`config.mk`:
```
export PLATFORM = sky130hd
export DESIGN_NAME = terminal_line_editor_top
export DESIGN_NICKNAME = d
export VERILOG_FILES = /design/src/design/tle_pkg.sv /design/src/design/terminal_line_editor_top.sv
export VERILOG_INCLUDE_DIRS = /design/src /design/src/design
export SDC_FILE = /design/constraint.sdc
export NUM_CORES = 1
export LEC_CHECK = 0
export ABC_CLOCK_PERIOD_IN_PS = 5100
export BUFFER_PORTS_ARGS = -buffer_cell sky130_fd_sc_hd__buf_2
export CORE_MARGIN = 2
export CORE_UTILIZATION = 63
export CTS_CLUSTER_DIAMETER = 80
export DETAILED_ROUTE_END_ITERATION = 16
export GPL_ROUTABILITY_DRIVEN = 0
export PLACE_DENSITY = 0.84
export REMOVE_ABC_BUFFERS = 1
export SYNTH_ARGS = -nofsm -noshare
export SYNTH_HDL_FRONTEND = slang
export SYNTH_SLANG_ARGS = --single-unit
```
`constraint.sdc`:
```
create_clock -name i_clk -period 5.1 [get_ports i_clk]
set_clock_uncertainty 0.05 [all_clocks]
set_input_delay 1.02 -clock i_clk [delete_from_list [all_inputs] [get_ports i_clk]]
set_output_delay 1.02 -clock i_clk [all_outputs]
set_load 0.005 [all_outputs]
```
`src/design/terminal_line_editor_top_assert.svh`:
```
// assertion macros for the terminal line editor
`ifndef TERMINAL_LINE_EDITOR_TOP_ASSERT_SVH
`define TERMINAL_LINE_EDITOR_TOP_ASSERT_SVH

// property checked on every rising clock edge outside reset
`define TLE_ASSERT(label, prop, msg) \
    label: assert property (@(posedge i_clk) disable iff (!i_rst_n) (prop)) else $error(msg);

// implication checked on every rising clock edge outside reset
`define TLE_ASSERT_IMP(label, ante, cons, msg) \
    label: assert property (@(posedge i_clk) disable iff (!i_rst_n) (ante) |-> (cons)) \
        else $error(msg);

`endif

```
`src/design/tle_pkg.sv`:
```
// shared constants and types for the terminal line editor
`timescale 1ns / 1ps
package tle_pkg;
    localparam int LINE_SIZE_DEF = 16;
    localparam int SLOT          = 16;
    localparam int NPH           = 6;
    localparam logic [2:0] PH_MEM  = 3'd3;
    localparam logic [2:0] PH_LAST = 3'd5;

    localparam logic [7:0] C_BS    = 8'h08;
    localparam logic [7:0] C_CR    = 8'h0D;
    localparam logic [7:0] C_ESC   = 8'h1B;
    localparam logic [7:0] C_CSI   = 8'h5B;
    localparam logic [7:0] C_K1    = 8'h31;
    localparam logic [7:0] C_K3    = 8'h33;
    localparam logic [7:0] C_K4    = 8'h34;
    localparam logic [7:0] C_K5    = 8'h35;
    localparam logic [7:0] C_K6    = 8'h36;
    localparam logic [7:0] C_TILDE = 8'h7E;
    localparam logic [7:0] C_UP    = 8'h41;
    localparam logic [7:0] C_DOWN  = 8'h42;
    localparam logic [7:0] C_RIGHT = 8'h43;
    localparam logic [7:0] C_LEFT  = 8'h44;
    localparam logic [7:0] C_DEL   = 8'h7F;
    localparam logic [7:0] C_SP    = 8'h20;
    localparam logic [7:0] C_NUL   = 8'h00;

    typedef enum logic [3:0] {
        K_REG, K_BKSP, K_ENTER, K_HOME, K_DEL, K_END, K_PAGE, K_SWAP, K_RIGHT, K_LEFT, K_NONE
    } t_key;

    typedef enum logic [1:0] {
        M_READ, M_INS, M_CLOSE
    } t_mode;
endpackage

```
`src/design/terminal_line_editor_top.sv`:
```
// terminal line editor: escape matcher, line store memory and echo sequencer
//
// input channel: i_in_valid / o_in_stall carry one received byte i_rx_byte.
// output channel: o_out_valid / i_out_stall carry results (o_kind, o_out_byte,
// o_last); o_last marks the final result caused by one input byte, and a byte
// that causes no result gives no transaction.
// one byte is worked at a time: o_in_stall is high from acceptance until all
// of its results are handed to the output register.
// each result that reads the line store needs a memory read, then an emit,
// with write-back when inserting or closing a gap; constant echo bytes are
// emitted directly; the sequencer steps past each of its six phases. the
// longest work for one byte is an arrow swap between two full lines.
// a stalled output holds its transaction and stops further emits; empty
// phases are still stepped past and a pending memory read still happens.
// reset (synchronous, active low) empties both lines, clears cursor, history
// selection and escape matching; the line store is not cleared.
`timescale 1ns / 1ps
`include "terminal_line_editor_top_assert.svh"
module terminal_line_editor_top
    import tle_pkg::*;
#(
    parameter int LINE_SIZE = LINE_SIZE_DEF
) (
    input  logic       i_clk,
    input  logic       i_rst_n,
    input  logic       i_in_valid,
    output logic       o_in_stall,
    input  logic [7:0] i_rx_byte,
    output logic       o_out_valid,
    input  logic       i_out_stall,
    output logic       o_kind,
    output logic [7:0] o_out_byte,
    output logic       o_last
);
    localparam logic [4:0] LS = 5'(LINE_SIZE);

    typedef enum logic {S_IDLE, S_RUN} t_state;

    t_state     r_st;
    logic [7:0] r_mem [2*SLOT];
    logic [7:0] r_rdata;
    logic [4:0] r_blen [2];
    logic [4:0] r_cur, r_len;
    logic       r_ab;
    logic [3:0] r_me;
    logic [1:0] r_md;
    logic [4:0] r_cnt [NPH];
    logic [7:0] r_cb  [NPH];
    logic       r_ck  [NPH];
    logic [2:0] r_ph;
    t_mode      r_mode;
    logic       r_mab;
    logic [3:0] r_idx;
    logic       r_mrd;
    logic [7:0] r_carry;
    logic       r_ov, r_okind, r_olast;
    logic [7:0] r_obyte;

    t_key       key;
    logic [3:0] n_me;
    logic [1:0] n_md;
    logic [4:0] n_cur, n_len, nl;
    logic       n_ab, n_mab, blen_we;
    logic [4:0] n_cnt [NPH];
    logic [7:0] n_cb  [NPH];
    logic       n_ck  [NPH];
    t_mode      n_mode;
    logic [3:0] n_idx;
    logic       accept, free, later_zero, last_emit, n_ov;

    assign accept = i_in_valid && (r_st == S_IDLE);
    assign o_in_stall = (r_st != S_IDLE);
    assign free = !r_ov || !i_out_stall;
    assign n_ov = free ? (r_st == S_RUN && r_cnt[r_ph] != 5'd0 && (r_ph != PH_MEM || r_mrd))
                       : r_ov;

    always_comb begin
        key  = K_REG;
        n_me = 4'd0;
        n_md = 2'd0;
        case (r_md)
            2'd0: begin
                if (i_rx_byte inside {C_BS, C_DEL}) begin
                    key = K_BKSP;
                end else if (i_rx_byte == C_CR) begin
                    key = K_ENTER;
                end else if (i_rx_byte == C_ESC) begin
                    key = K_NONE; n_me = 4'd2; n_md = 2'd1;
                end
            end
            2'd1: begin
                if (i_rx_byte == C_CSI) begin
                    key = K_NONE; n_me = 4'd2; n_md = 2'd2;
                end
            end
            2'd2: begin
                case (i_rx_byte)
                    C_K1: begin key = K_NONE; n_me = 4'd2; n_md = 2'd3; end
                    C_K3: begin key = K_NONE; n_me = 4'd3; n_md = 2'd3; end
                    C_K4: begin key = K_NONE; n_me = 4'd4; n_md = 2'd3; end
                    C_K5: begin key = K_NONE; n_me = 4'd5; n_md = 2'd3; end
                    C_K6: begin key = K_NONE; n_me = 4'd6; n_md = 2'd3; end
                    C_UP, C_DOWN: key = K_SWAP;
                    C_RIGHT: key = K_RIGHT;
                    C_LEFT: key = K_LEFT;
                    default: key = K_REG;
                endcase
            end
            default: begin
                if (i_rx_byte == C_TILDE) begin
                    case (r_me)
                        4'd2: key = K_HOME;
                        4'd3: key = K_DEL;
                        4'd4: key = K_END;
                        default: key = K_PAGE;
                    endcase
                end
            end
        endcase
    end

    always_comb begin
        n_cur = r_cur;
        n_len = r_len;
        n_ab  = r_ab;
        n_mab = r_ab;
        blen_we = 1'b0;
        n_mode = M_READ;
        n_idx = 4'd0;
        nl = 5'd0;
        for (int k = 0; k < NPH; k++) begin
            n_cnt[k] = 5'd0;
            n_cb[k]  = C_BS;
            n_ck[k]  = 1'b0;
        end
        case (key)
            K_REG: begin
                if (r_cur < LS) begin
                    nl = (r_len < LS) ? r_len + 5'd1 : LS;
                    n_mode = M_INS;
                    n_idx = r_cur[3:0];
                    n_cnt[PH_MEM] = nl - r_cur;
                    n_cnt[4] = nl - r_cur - 5'd1;
                    n_cur = r_cur + 5'd1;
                    n_len = nl;
                end
            end
            K_BKSP, K_DEL: begin
                if ((key == K_BKSP && r_cur != 5'd0) || (key == K_DEL && r_cur != r_len)) begin
                    if (key == K_BKSP) begin
                        n_cur = r_cur - 5'd1;
                        n_cnt[0] = 5'd1;
                    end
                    n_len = r_len - 5'd1;
                    n_mode = M_CLOSE;
                    n_idx = n_cur[3:0];
                    n_cnt[PH_MEM] = n_len - n_cur;
                    n_cnt[4] = 5'd1;
                    n_cb[4] = C_SP;
                    n_cnt[5] = n_len - n_cur + 5'd1;
                end
            end
            K_ENTER: begin
                n_cnt[PH_MEM] = r_len;
                n_ck[PH_MEM] = 1'b1;
                n_cnt[4] = 5'd1;
                n_cb[4] = C_NUL;
                n_ck[4] = 1'b1;
                if (r_len != 5'd0) begin
                    blen_we = 1'b1;
                    n_ab = !r_ab;
                    n_len = 5'd0;
                    n_cur = 5'd0;
                end
            end
            K_HOME: begin
                n_cnt[0] = r_cur;
                n_cur = 5'd0;
            end
            K_END: begin
                n_idx = r_cur[3:0];
                n_cnt[PH_MEM] = r_len - r_cur;
                n_cur = r_len;
            end
            K_SWAP: begin
                n_cnt[0] = r_cur;
                n_cnt[1] = r_len;
                n_cb[1] = C_SP;
                n_cnt[2] = r_len;
                blen_we = 1'b1;
                n_ab = !r_ab;
                n_mab = !r_ab;
                n_cnt[PH_MEM] = r_blen[!r_ab];
                n_len = r_blen[!r_ab];
                n_cur = r_blen[!r_ab];
            end
            K_RIGHT: begin
                if (r_cur < r_len) begin
                    n_idx = r_cur[3:0];
                    n_cnt[PH_MEM] = 5'd1;
                    n_cur = r_cur + 5'd1;
                end
            end
            K_LEFT: begin
                if (r_cur != 5'd0) begin
                    n_cnt[0] = 5'd1;
                    n_cur = r_cur - 5'd1;
                end
            end
            default: ;
        endcase
    end

    always_comb begin
        later_zero = 1'b1;
        for (int k = 0; k < NPH; k++) begin
            if (3'(k) > r_ph && r_cnt[k] != 5'd0) later_zero = 1'b0;
        end
        last_emit = (r_cnt[r_ph] == 5'd1) && later_zero;
    end

    always_ff @(posedge i_clk) begin
        if (r_st == S_RUN && r_ph == PH_MEM && r_cnt[PH_MEM] != 5'd0) begin
            if (!r_mrd) begin
                r_rdata <= r_mem[{r_mab, (r_mode == M_CLOSE) ? r_idx + 4'd1 : r_idx}];
            end else if (free && r_mode == M_INS) begin
                r_mem[{r_mab, r_idx}] <= r_carry;
            end else if (free && r_mode == M_CLOSE) begin
                r_mem[{r_mab, r_idx}] <= r_rdata;
            end
        end
    end

    always_ff @(posedge i_clk) begin
        if (!i_rst_n) begin
            r_st <= S_IDLE;
            r_blen[0] <= 5'd0;
            r_blen[1] <= 5'd0;
            r_cur <= 5'd0;
            r_len <= 5'd0;
            r_ab <= 1'b0;
            r_me <= 4'd0;
            r_md <= 2'd0;
            r_ph <= 3'd0;
            r_mrd <= 1'b0;
            r_ov <= 1'b0;
            for (int k = 0; k < NPH; k++) r_cnt[k] <= 5'd0;
        end else begin
            r_ov <= n_ov;
            case (r_st)
                S_IDLE: begin
                    if (accept) begin
                        r_st <= S_RUN;
                        r_me <= n_me;
                        r_md <= n_md;
                        r_cur <= n_cur;
                        r_len <= n_len;
                        r_ab <= n_ab;
                        if (blen_we) r_blen[r_ab] <= r_len;
                        r_mab <= n_mab;
                        r_mode <= n_mode;
                        r_idx <= n_idx;
                        r_carry <= i_rx_byte;
                        r_ph <= 3'd0;
                        r_mrd <= 1'b0;
                        for (int k = 0; k < NPH; k++) begin
                            r_cnt[k] <= n_cnt[k];
                            r_cb[k] <= n_cb[k];
                            r_ck[k] <= n_ck[k];
                        end
                    end
                end
                S_RUN: begin
                    if (r_cnt[r_ph] == 5'd0) begin
                        if (r_ph == PH_LAST) r_st <= S_IDLE;
                        else r_ph <= r_ph + 3'd1;
                    end else if (r_ph == PH_MEM) begin
                        if (!r_mrd) begin
                            r_mrd <= 1'b1;
                        end else if (free) begin
                            r_okind <= r_ck[PH_MEM];
                            r_obyte <= (r_mode == M_INS) ? r_carry : r_rdata;
                            r_olast <= last_emit;
                            r_carry <= r_rdata;
                            r_idx <= r_idx + 4'd1;
                            r_cnt[PH_MEM] <= r_cnt[PH_MEM] - 5'd1;
                            r_mrd <= 1'b0;
                        end
                    end else if (free) begin
                        r_okind <= r_ck[r_ph];
                        r_obyte <= r_cb[r_ph];
                        r_olast <= last_emit;
                        r_cnt[r_ph] <= r_cnt[r_ph] - 5'd1;
                    end
                end
                default: r_st <= S_IDLE;
            endcase
        end
    end

    assign o_out_valid = r_ov;
    assign o_kind      = r_okind;
    assign o_out_byte  = r_obyte;
    assign o_last      = r_olast;

    `TLE_ASSERT(a_cur_le_len, r_cur <= r_len, "cursor beyond line end")
    `TLE_ASSERT(a_len_le_max, r_len <= LS, "line longer than line size")
    `TLE_ASSERT_IMP(a_mrd_in_mem, r_mrd, r_ph == PH_MEM, "memory read outside memory phase")
    `TLE_ASSERT_IMP(a_emit_busy, $rose(r_ov), $past(r_st) == S_RUN, "result while idle")
endmodule

```
### Word level (Yosys, flattened, before mapping)

Memories as Yosys holds them, arrays and structs flattened. A register that Yosys moved wholly into a read port is not among the register bits.
Index checks and enable logic that the tools add are counted.
W data, S select, Z words.

| storage, ports and cells | value |
|---|---|
| bits in writable memories | 338 |
| bits in latches | 0 |
| register bits after elaboration | 48 |
| memories kept | 5 |
| memory bits (read-only) | 0 |

| operators by class | value |
|---|---|
| equal/unequal tests | 48 |
| bitwise operators | 11 |
| div/mod/pow operators | 0 |
| $lt $le $gt $ge | 9 |
| $add $sub $neg | 13 |
| multipliers | 0 |
| reduce and logical (&&, ||, !) cells | 56 |
| shift-type cells | 0 |
| mux-type cells | 155 |

Memory list:

| memory | depth | width | rd ports | clocked after Yosys merged registers in | wr ports | line | source |
|---|---|---|---|---|---|---|---|
| r_mem | 32 | 8 | 1 | 1 | 1 | terminal_line_editor_top.sv:40 | `logic [7:0] r_mem [2*SLOT];` |
| r_cb | 6 | 6 | 1 | 1 | 6 | terminal_line_editor_top.sv:48 | `logic [7:0] r_cb [NPH];` |
| r_cnt | 6 | 5 | 7 | 1 | 6 | terminal_line_editor_top.sv:47 | `logic [4:0] r_cnt [NPH];` |
| r_blen | 2 | 5 | 1 | 0 | 2 | terminal_line_editor_top.sv:42 | `logic [4:0] r_blen [2];` |
| r_ck | 6 | 1 | 2 | 1 | 6 | terminal_line_editor_top.sv:49 | `logic r_ck [NPH];` |

Operators by type and width:

| cell | count |
|---|---|
| $mux W5 | 22 |
| $mux W8 | 11 |
| $mux W1 | 64 |
| $eq A8 B7 Y1 const B | 7 |
| $mux W4 | 13 |
| $reduce_bool A5 Y1 | 10 |
| $eq A8 B6 Y1 const B | 5 |
| $pmux W5 S8 | 1 |
| $mux W3 | 11 |
| $pmux W4 S4 | 2 |
| $pmux W5 S3 | 2 |
| $pmux W5 S6 | 1 |
| $sub A5 B1 Y5 const B | 5 |
| $pmux W4 S3 | 2 |
| $mux W10 | 2 |
| $pmux W5 S4 | 1 |
| $ne A2 B2 Y1 const B | 9 |
| $eq A4 B2 Y1 const B | 4 |
| $eq A4 B3 Y1 const B | 4 |
| $eq A8 B4 Y1 const B | 2 |
| $logic_and A1 B1 Y1 | 16 |
| $mux W2 | 8 |
| $pmux W8 S2 | 1 |
| $add A5 B1 Y5 const B | 3 |
| other kinds (47) | 86 |

### Longest topological paths before layout

Gate-level depths: netlist of run 1.

| depth | value |
|---|---|
| word-level depth | 16 |
| mapped depth | 16 |
| depth with buffers taken out | 14 |

### Worst setup path after synthesis of run 1

Ideal clock, no wire load.

| timing path | value |
|---|---|
| kind | in2reg |
| start point | input i_rx_byte[7] |
| end point | memory r_cnt[3][4], data pin |
| path slack | 965 ps |
| stages | 15 |
| library setup time | 269 ps |
| data arrival time | 3816 ps |
| path buffers | 1 |
| path through | nand4b_4 or4_4 nand2_1 buf_4 xnor2_1 ha_1 fa_1 inv_1 a21o_1 a21oi_1 xnor2_1 xnor2_1 a221o_1 a221oi_1 o22ai_1 |

RTL lines:

| item | line | source |
|---|---|---|
| start: declaration | terminal_line_editor_top.sv:28 | `input logic [7:0] i_rx_byte,` |
| end: declaration | terminal_line_editor_top.sv:47 |  |

==> reports/qor.csv, run 1 <==
metric,value,unit
clock sink count,369,
post-DP HPWL,26700,um
number of gates resized after cts,0,
maximum capacitance violations,0,
kind of cell adding the most delay to the critical path,simple AND/OR/NAND/NOR gates,
Power Total,7.17,mW
setup repair after global routing missed its margin,false,
biggest cell delay along the critical path,0.52,ns
I/O Pins,24,
via count normalized by instance count,7.12,
DIE AREA,0.0286,mm2
core box area,0.0269,mm2
Final Hold Viols,0,
quantity of hold-fixing buffers added after cts,0,
fin nets,1196,
main area contributors after synthesis,"edfxtp_1, mux4_2, dfxtp_1",
most numerous cell in the Yosys netlist,edfxtp_1,
post-route design area,0.0188,mm2
Pre-Repair DR Iteration Count,6,
vias post-DR,10804,
yosys warns,0,
standard-cell rows,60,
sequential element share of the synthesized area,0.631,
largest net degree at the start of global routing,65,
power share of the clock group,0.371,
area grow syn2layout,9.40,%
die width,169,um
kind of critical path,in2reg,
kind of launch point of the worst setup path,input pin,
worst setup timing slack at the placement stage,0.579,ns
number of synthesized flops with an enable pin,344,
Synth Cell Area,0.0172,mm2
maximum buffer depth of the clock tree,3,
fraction of registers with async set or reset after synthesis,0,
Routed Wire Length,41900,um
"Slowest-stage cell, CP",nor4b_1,
# setup viols final,0,
Syn Area/Cell,15.2,um2
global-route wire length before repair,64500,um
switching part of the total power,0.254,
number of remaining DRC errors,0,
Flop pwr share,0.485,
worst vdd ir,188,uV
net switching power figure,1.82,mW
final setup margin,0.884,ns
total count of max-transition violations in the final report,0,
number of unique standard cell types used by synthesis,85,
type of destination of the critical path,flop,
cell type contributing the most total cell area after synthesis,edfxtp_1,
Critical Path RT,5.30,ns
initial DRC count,1700,
Overflow after GRT,0,
crit path cell chain,buf_2 > nor4b_1 > nand4_1 > nand2_1 > nand2_1 > xnor2_1 > ha_1 > a21o_1 > a21oi_1 > xnor2_1 > xnor2_1 > a221o_1 > a221oi_1 > o22ai_1,
instance area after placement,0.0176,mm2
buffers and inverters on the worst path,1,
Crit path top cell by count,xnor2_1,
Filler cells,1654,
final cycle utilization of the critical path,0.827,
layout cell share with drive strength beyond 1,0.192,
number of CTS-inserted buffers,37,
Least-Margin Pin Slew,1.38,ns
most numerous cell types in the synthesized netlist,"edfxtp_1, mux4_2, nand2_1",
CTS H-tree lvls,2,
TritonCTS clock tree,yes,
CP Max Fanout,7,
antenna violations before repair,1,
static leakage power,6.23,nW
count of port buffers added during placement,23,
library cell used as clock root buffer,clkbuf_16,
Hold Worst Slack,0.464,ns
final critical-path required period,4.22,ns
post-CTS repair timing setup buffer count,0,
design internal power,5.34,mW
normalized max-slew margin,0.0768,
min-delay worst type,reg2reg,
post-route antenna net violation count,0,
die boundary height,169,um
FMAX,0.237,GHz
portion of synthesized cell area occupied by the leading cell type,0.602,
signal arrival time at the worst endpoint,4.41,ns
power share of the combinational group,0.144,
later-pin clock latency in the skew report,0.54,ns
flip-flop and latch count after synthesis,369,
routed length per instance,27.6,um
power density over the cells,382,mW/mm2
initial core utilization,0.638,
status,completed,
overall track demand over capacity in global routing,0.302,
clock transition time at the flip-flop clock pins of the worst setup and hold paths,0.06,ns
via count of the first global-routing pass,10522,
gate count after technology mapping,1130,
ys flop type,edfxtp_1,
==> cells by family (layout without fill, tap and decap cells) <==
logic type / after synthesis / in the layout / share of synthesized area
compound gates: 162 / 162 / 0.0644
xor+xnor: 46 / 46 / 0.0239
fa+ha+maj: 34 / 34 / 0.0261
buf+inv: 98 / 144 / 0.0235
flops: 369 / 369 / 0.631
mux: 127 / 127 / 0.142
other cells: 0 / 1 / 0
simple gates: 294 / 294 / 0.0891
==> metrics by stage <==
step,util,TNS [ns],instances
after detailed placement,0.655,0,1452
after global routing,0.698,0,1517
after CTS,0.698,0,1517
after global placement,0.655,0,1452
after floorplan,-,-3.99,1080
final,0.698,0,1518
==> final cells by class <==
cell class	count	area (um2)	area share
flip-flops and latches	369	10800	0.577
diodes	1	2.50	0.000133
clock buffers	47	985	0.0525
well taps	341	427	0.0227
inverters	48	188	0.0100
multi-input cells	663	5960	0.318
clock inverters	18	188	0.0100
repair buffers	31	188	0.0100
==> cell usage in the layout (no fill, tap or decap), types with 14 or more instances in the layout <==
master / n
edfxtp_1: 344
nand2_1: 90
mux4_2: 90
nor2_1: 84
inv_1: 43
a21oi_1: 38
clkbuf_16: 38
o21ai_0: 37
ha_1: 31
xnor2_1: 29
mux2_2: 25
dfxtp_1: 25
buf_2: 23
nand3_1: 17
o22ai_1: 16
xor2_1: 14
nor3_1: 14
==> routing by layer <==
metal  global-route usage  wire (um)
met1                0.438      16100
met2                0.486      20300
met3               0.0461       4300
met4               0.0870       1240
met5                    0          0
==> worst min-delay path, stage by stage, from the launching register on <==
cell and delay [ns]:
dfxtp_1 0.34, nand2_1 0.07, a21oi_1 0.05
==> registers in the layout, summed over array words and instances, names as in the netlist, named ones only <==
name and cells:
r_mode 2, r_ab 1, r_cb 4, r_len 5
r_ck 1, r_md 2, o_last 1, r_mem 256
r_ph 3, o_in_stall 1, r_carry 8, o_kind 1
r_me 3, r_cnt 40, r_cur 5, o_out_valid 1
r_idx 4, r_rdata 8, r_blen 10, r_mrd 1
r_mab 1, o_out_byte 8
==> power by group through the flow <==
stage / Combinational (mW) / Clock (mW) / Sequential [mW]
2_1_floorplan: 0.733 / 0 / 3.50
3_3_place_gp: 0.966 / 0 / 3.53
3_5_place_dp: 0.991 / 0 / 3.53
4_1_cts: 1.01 / 2.67 / 3.47
5_1_grt: 1.11 / 2.76 / 3.48
6_report: 1.03 / 2.66 / 3.48
==> path summary, 6_finish.rpt <==
check               start          end  slack, ns  depth (start not counted)
max          i_rx_byte[3]  r_cnt[3][4]       0.88                         14
min               r_me[2]      r_me[2]       0.46                          2
max reg2reg       r_md[0]  r_cnt[3][4]       1.10                         13
min reg2reg       r_me[2]      r_me[2]       0.46                          2
No activity file was read; power rests on OpenSTA's default activity.
==> inputs of run 2 (changes only) <==
ABC_CLOCK_PERIOD_IN_PS = 3500   (was 5100)
CORE_UTILIZATION = 57   (was 63)
PLACE_DENSITY = 0.8   (was 0.84)
clock period = 3.5 ns   (was 5.1 ns; I/O delays follow)
==> run 2 against run 1 <==
Effect of this change:
- sequential power rose by 44%
- critical path depth did not move
- via count rose by 1.4%
- hold slack got worse by 0.019 ns
- worst setup slack got worse by 0.79 ns
- power rose by 45%
- sequential share of layout area fell by 2.5 points
- largest power group unchanged
- cell area rose by 4.4%
- cell count rose by 9.9%
==> reports/qor.csv, run 2 (synthesis results as in run 1) <==
metric,value,unit
status,completed,
CP Max Fanout,5,
Hold Worst Slack,0.444,ns
max reg flops,256,
final design utilization,0.661,
fin nets,1296,
initial core utilization,0.579,
"Slowest-stage cell, CP",or4_4,
library cell used as clock root buffer,clkbuf_16,
via count of the first global-routing pass,10852,
number of remaining DRC errors,0,
maximum buffer depth of the clock tree,3,
Total Negative Setup Slacks,0,ns
Critical Path RT,3.70,ns
clock transition time at the flip-flop clock pins of the worst setup and hold paths,0.06,ns
I/O Pins,24,
total count of max-transition violations in the final report,0,
Pre-Repair DR Iteration Count,8,
instance area after placement,0.0184,mm2
global-route wire length before repair,63600,um
post-route design area,0.0196,mm2
later-pin clock latency in the skew report,0.53,ns
largest net degree at the start of global routing,41,
post-route antenna net violation count,0,
area of the multi-input gates,0.00599,mm2
type of destination of the critical path,flop,
die boundary height,177,um
largest registers ranked by flip-flop count,"r_mem (256), r_cnt (40), r_blen (10)",
overall track demand over capacity in global routing,0.272,
count of port buffers added during placement,23,
post-DP HPWL,27900,um
kind of critical path,reg2reg,
# setup viols final,0,
Final Hold Viols,0,
die width,177,um
biggest cell delay along the critical path,0.56,ns
antenna violations before repair,3,
most frequent cells in the layout,"edfxtp_1, buf_4, mux4_2, nand2_1, nor2_1",
Filler cells,1957,
diodes inserted,0,
via count normalized by instance count,6.56,
CTS H-tree lvls,2,
FMAX,0.293,GHz
min-delay worst type,in2reg,
maximum capacitance violations,0,
DIE AREA,0.0315,mm2
number of CTS-inserted buffers,37,
buffers and inverters on the worst path,1,
Overflow after GRT,0,
initial DRC count,1291,
Worst Reg-to-Reg Cells,14,
number of cells on the worst hold path,3,
static leakage power,6.74,nW
standard-cell rows,63,
clock sink count,369,
power density over the cells,529,mW/mm2
Routed Wire Length,41800,um
final cycle utilization of the critical path,0.974,
Least-Margin Pin Slew,1.26,ns
count of cell instances traversed by the critical path,14,
"most common cell after layout, fill and taps aside",edfxtp_1,
layout cell share with drive strength beyond 1,0.261,
Power Total,10.4,mW
routed length per instance,25.1,um
TritonCTS clock tree,yes,
core box area,0.0296,mm2
area grow syn2layout,14.3,%
Crit path top cell by count,xnor2_1,
final critical-path required period,3.41,ns
kind of cell adding the most delay to the critical path,simple AND/OR/NAND/NOR gates,
crit path cell chain,or2_1 > or4_4 > nand2_4 > xnor2_1 > ha_1 > fa_1 > inv_1 > a21o_1 > a21oi_1 > xnor2_1 > xnor2_1 > a221o_1 > a221oi_2 > o22ai_1,
sequential cell area,0.0108,mm2
quantity of hold-fixing buffers added after cts,0,
vias post-DR,10950,
worst vdd ir,358,uV
normalized max-slew margin,0.154,
Reg with most FFs,r_mem,
kind of launch point of the worst setup path,flop,
signal arrival time at the worst endpoint,3.61,ns
run 2: changes by cell type in the layout (fill, tap and decap cells not counted), sizes merged:
| cell | previous run | this run |
|---|---|---|
| clkbuf | 47 | 53 |
| clkinvlp | 1 | 3 |
| clkinv | 14 | 11 |
| bufinv | 3 | 0 |
| buf | 31 | 131 |
| diode | 1 | 0 |
run 2: per-layer routing:
layer	vias up	part of all wire	GRT usage	routed length, um
met1	5507	0.38	0.370	16000
li1	4659	-	-	-
met5	-	0.00096	0	40
met2	657	0.48	0.434	20100
met4	6	0.034	0.0932	1420
met3	121	0.10	0.0641	4300
run 2: worst paths after layout:
kind	from	endpoint	slack (ns)
min reg2reg	r_me[2]	r_me[2]	0.46
min	i_rx_byte[0]	r_me[0]	0.44
max	r_md[1]	r_cnt[3][4]	0.09
max reg2reg	r_md[1]	r_cnt[3][4]	0.09
run 2: stage by stage:
stage,setup slack (ns),cells
3_5_place_dp,-0.410,1601
5_1_grt,-0.0167,1668
3_3_place_gp,-0.355,1601
4_1_cts,0.0146,1668
2_1_floorplan,-2.10,1080
6_report,0.0926,1668
run 2: area by class of cell:
cell class,instances,area share
Clock inverter,14,0.00530
Timing Repair Buffer,131,0.0498
Multi-Input combinational cell,663,0.305
Sequential cell,369,0.553
Inverter,48,0.00958
Clock buffer,53,0.0524
Tap cell,390,0.0249
run 2: where the power goes:
group	internal, mW	switching [mW]	leakage (nW)
sequential	4.94	0.0750	3.37
clock	2.07	1.62	0.544
combinational	0.716	0.948	2.82
run 2: tightest hold or removal path, delay by kind of cell:
kind	cells	cell delay, ns
buffers and inverters	1	0.13
and+or+nand+nor	1	0.07
AOI/OAI and AO/OA	1	0.06
run 2: repair_timing:
item | in CTS | in global routing
buffers inserted | 0 | 0
endpoints found under the setup margin | 0 | 2
gates resized for setup | 0 | 5
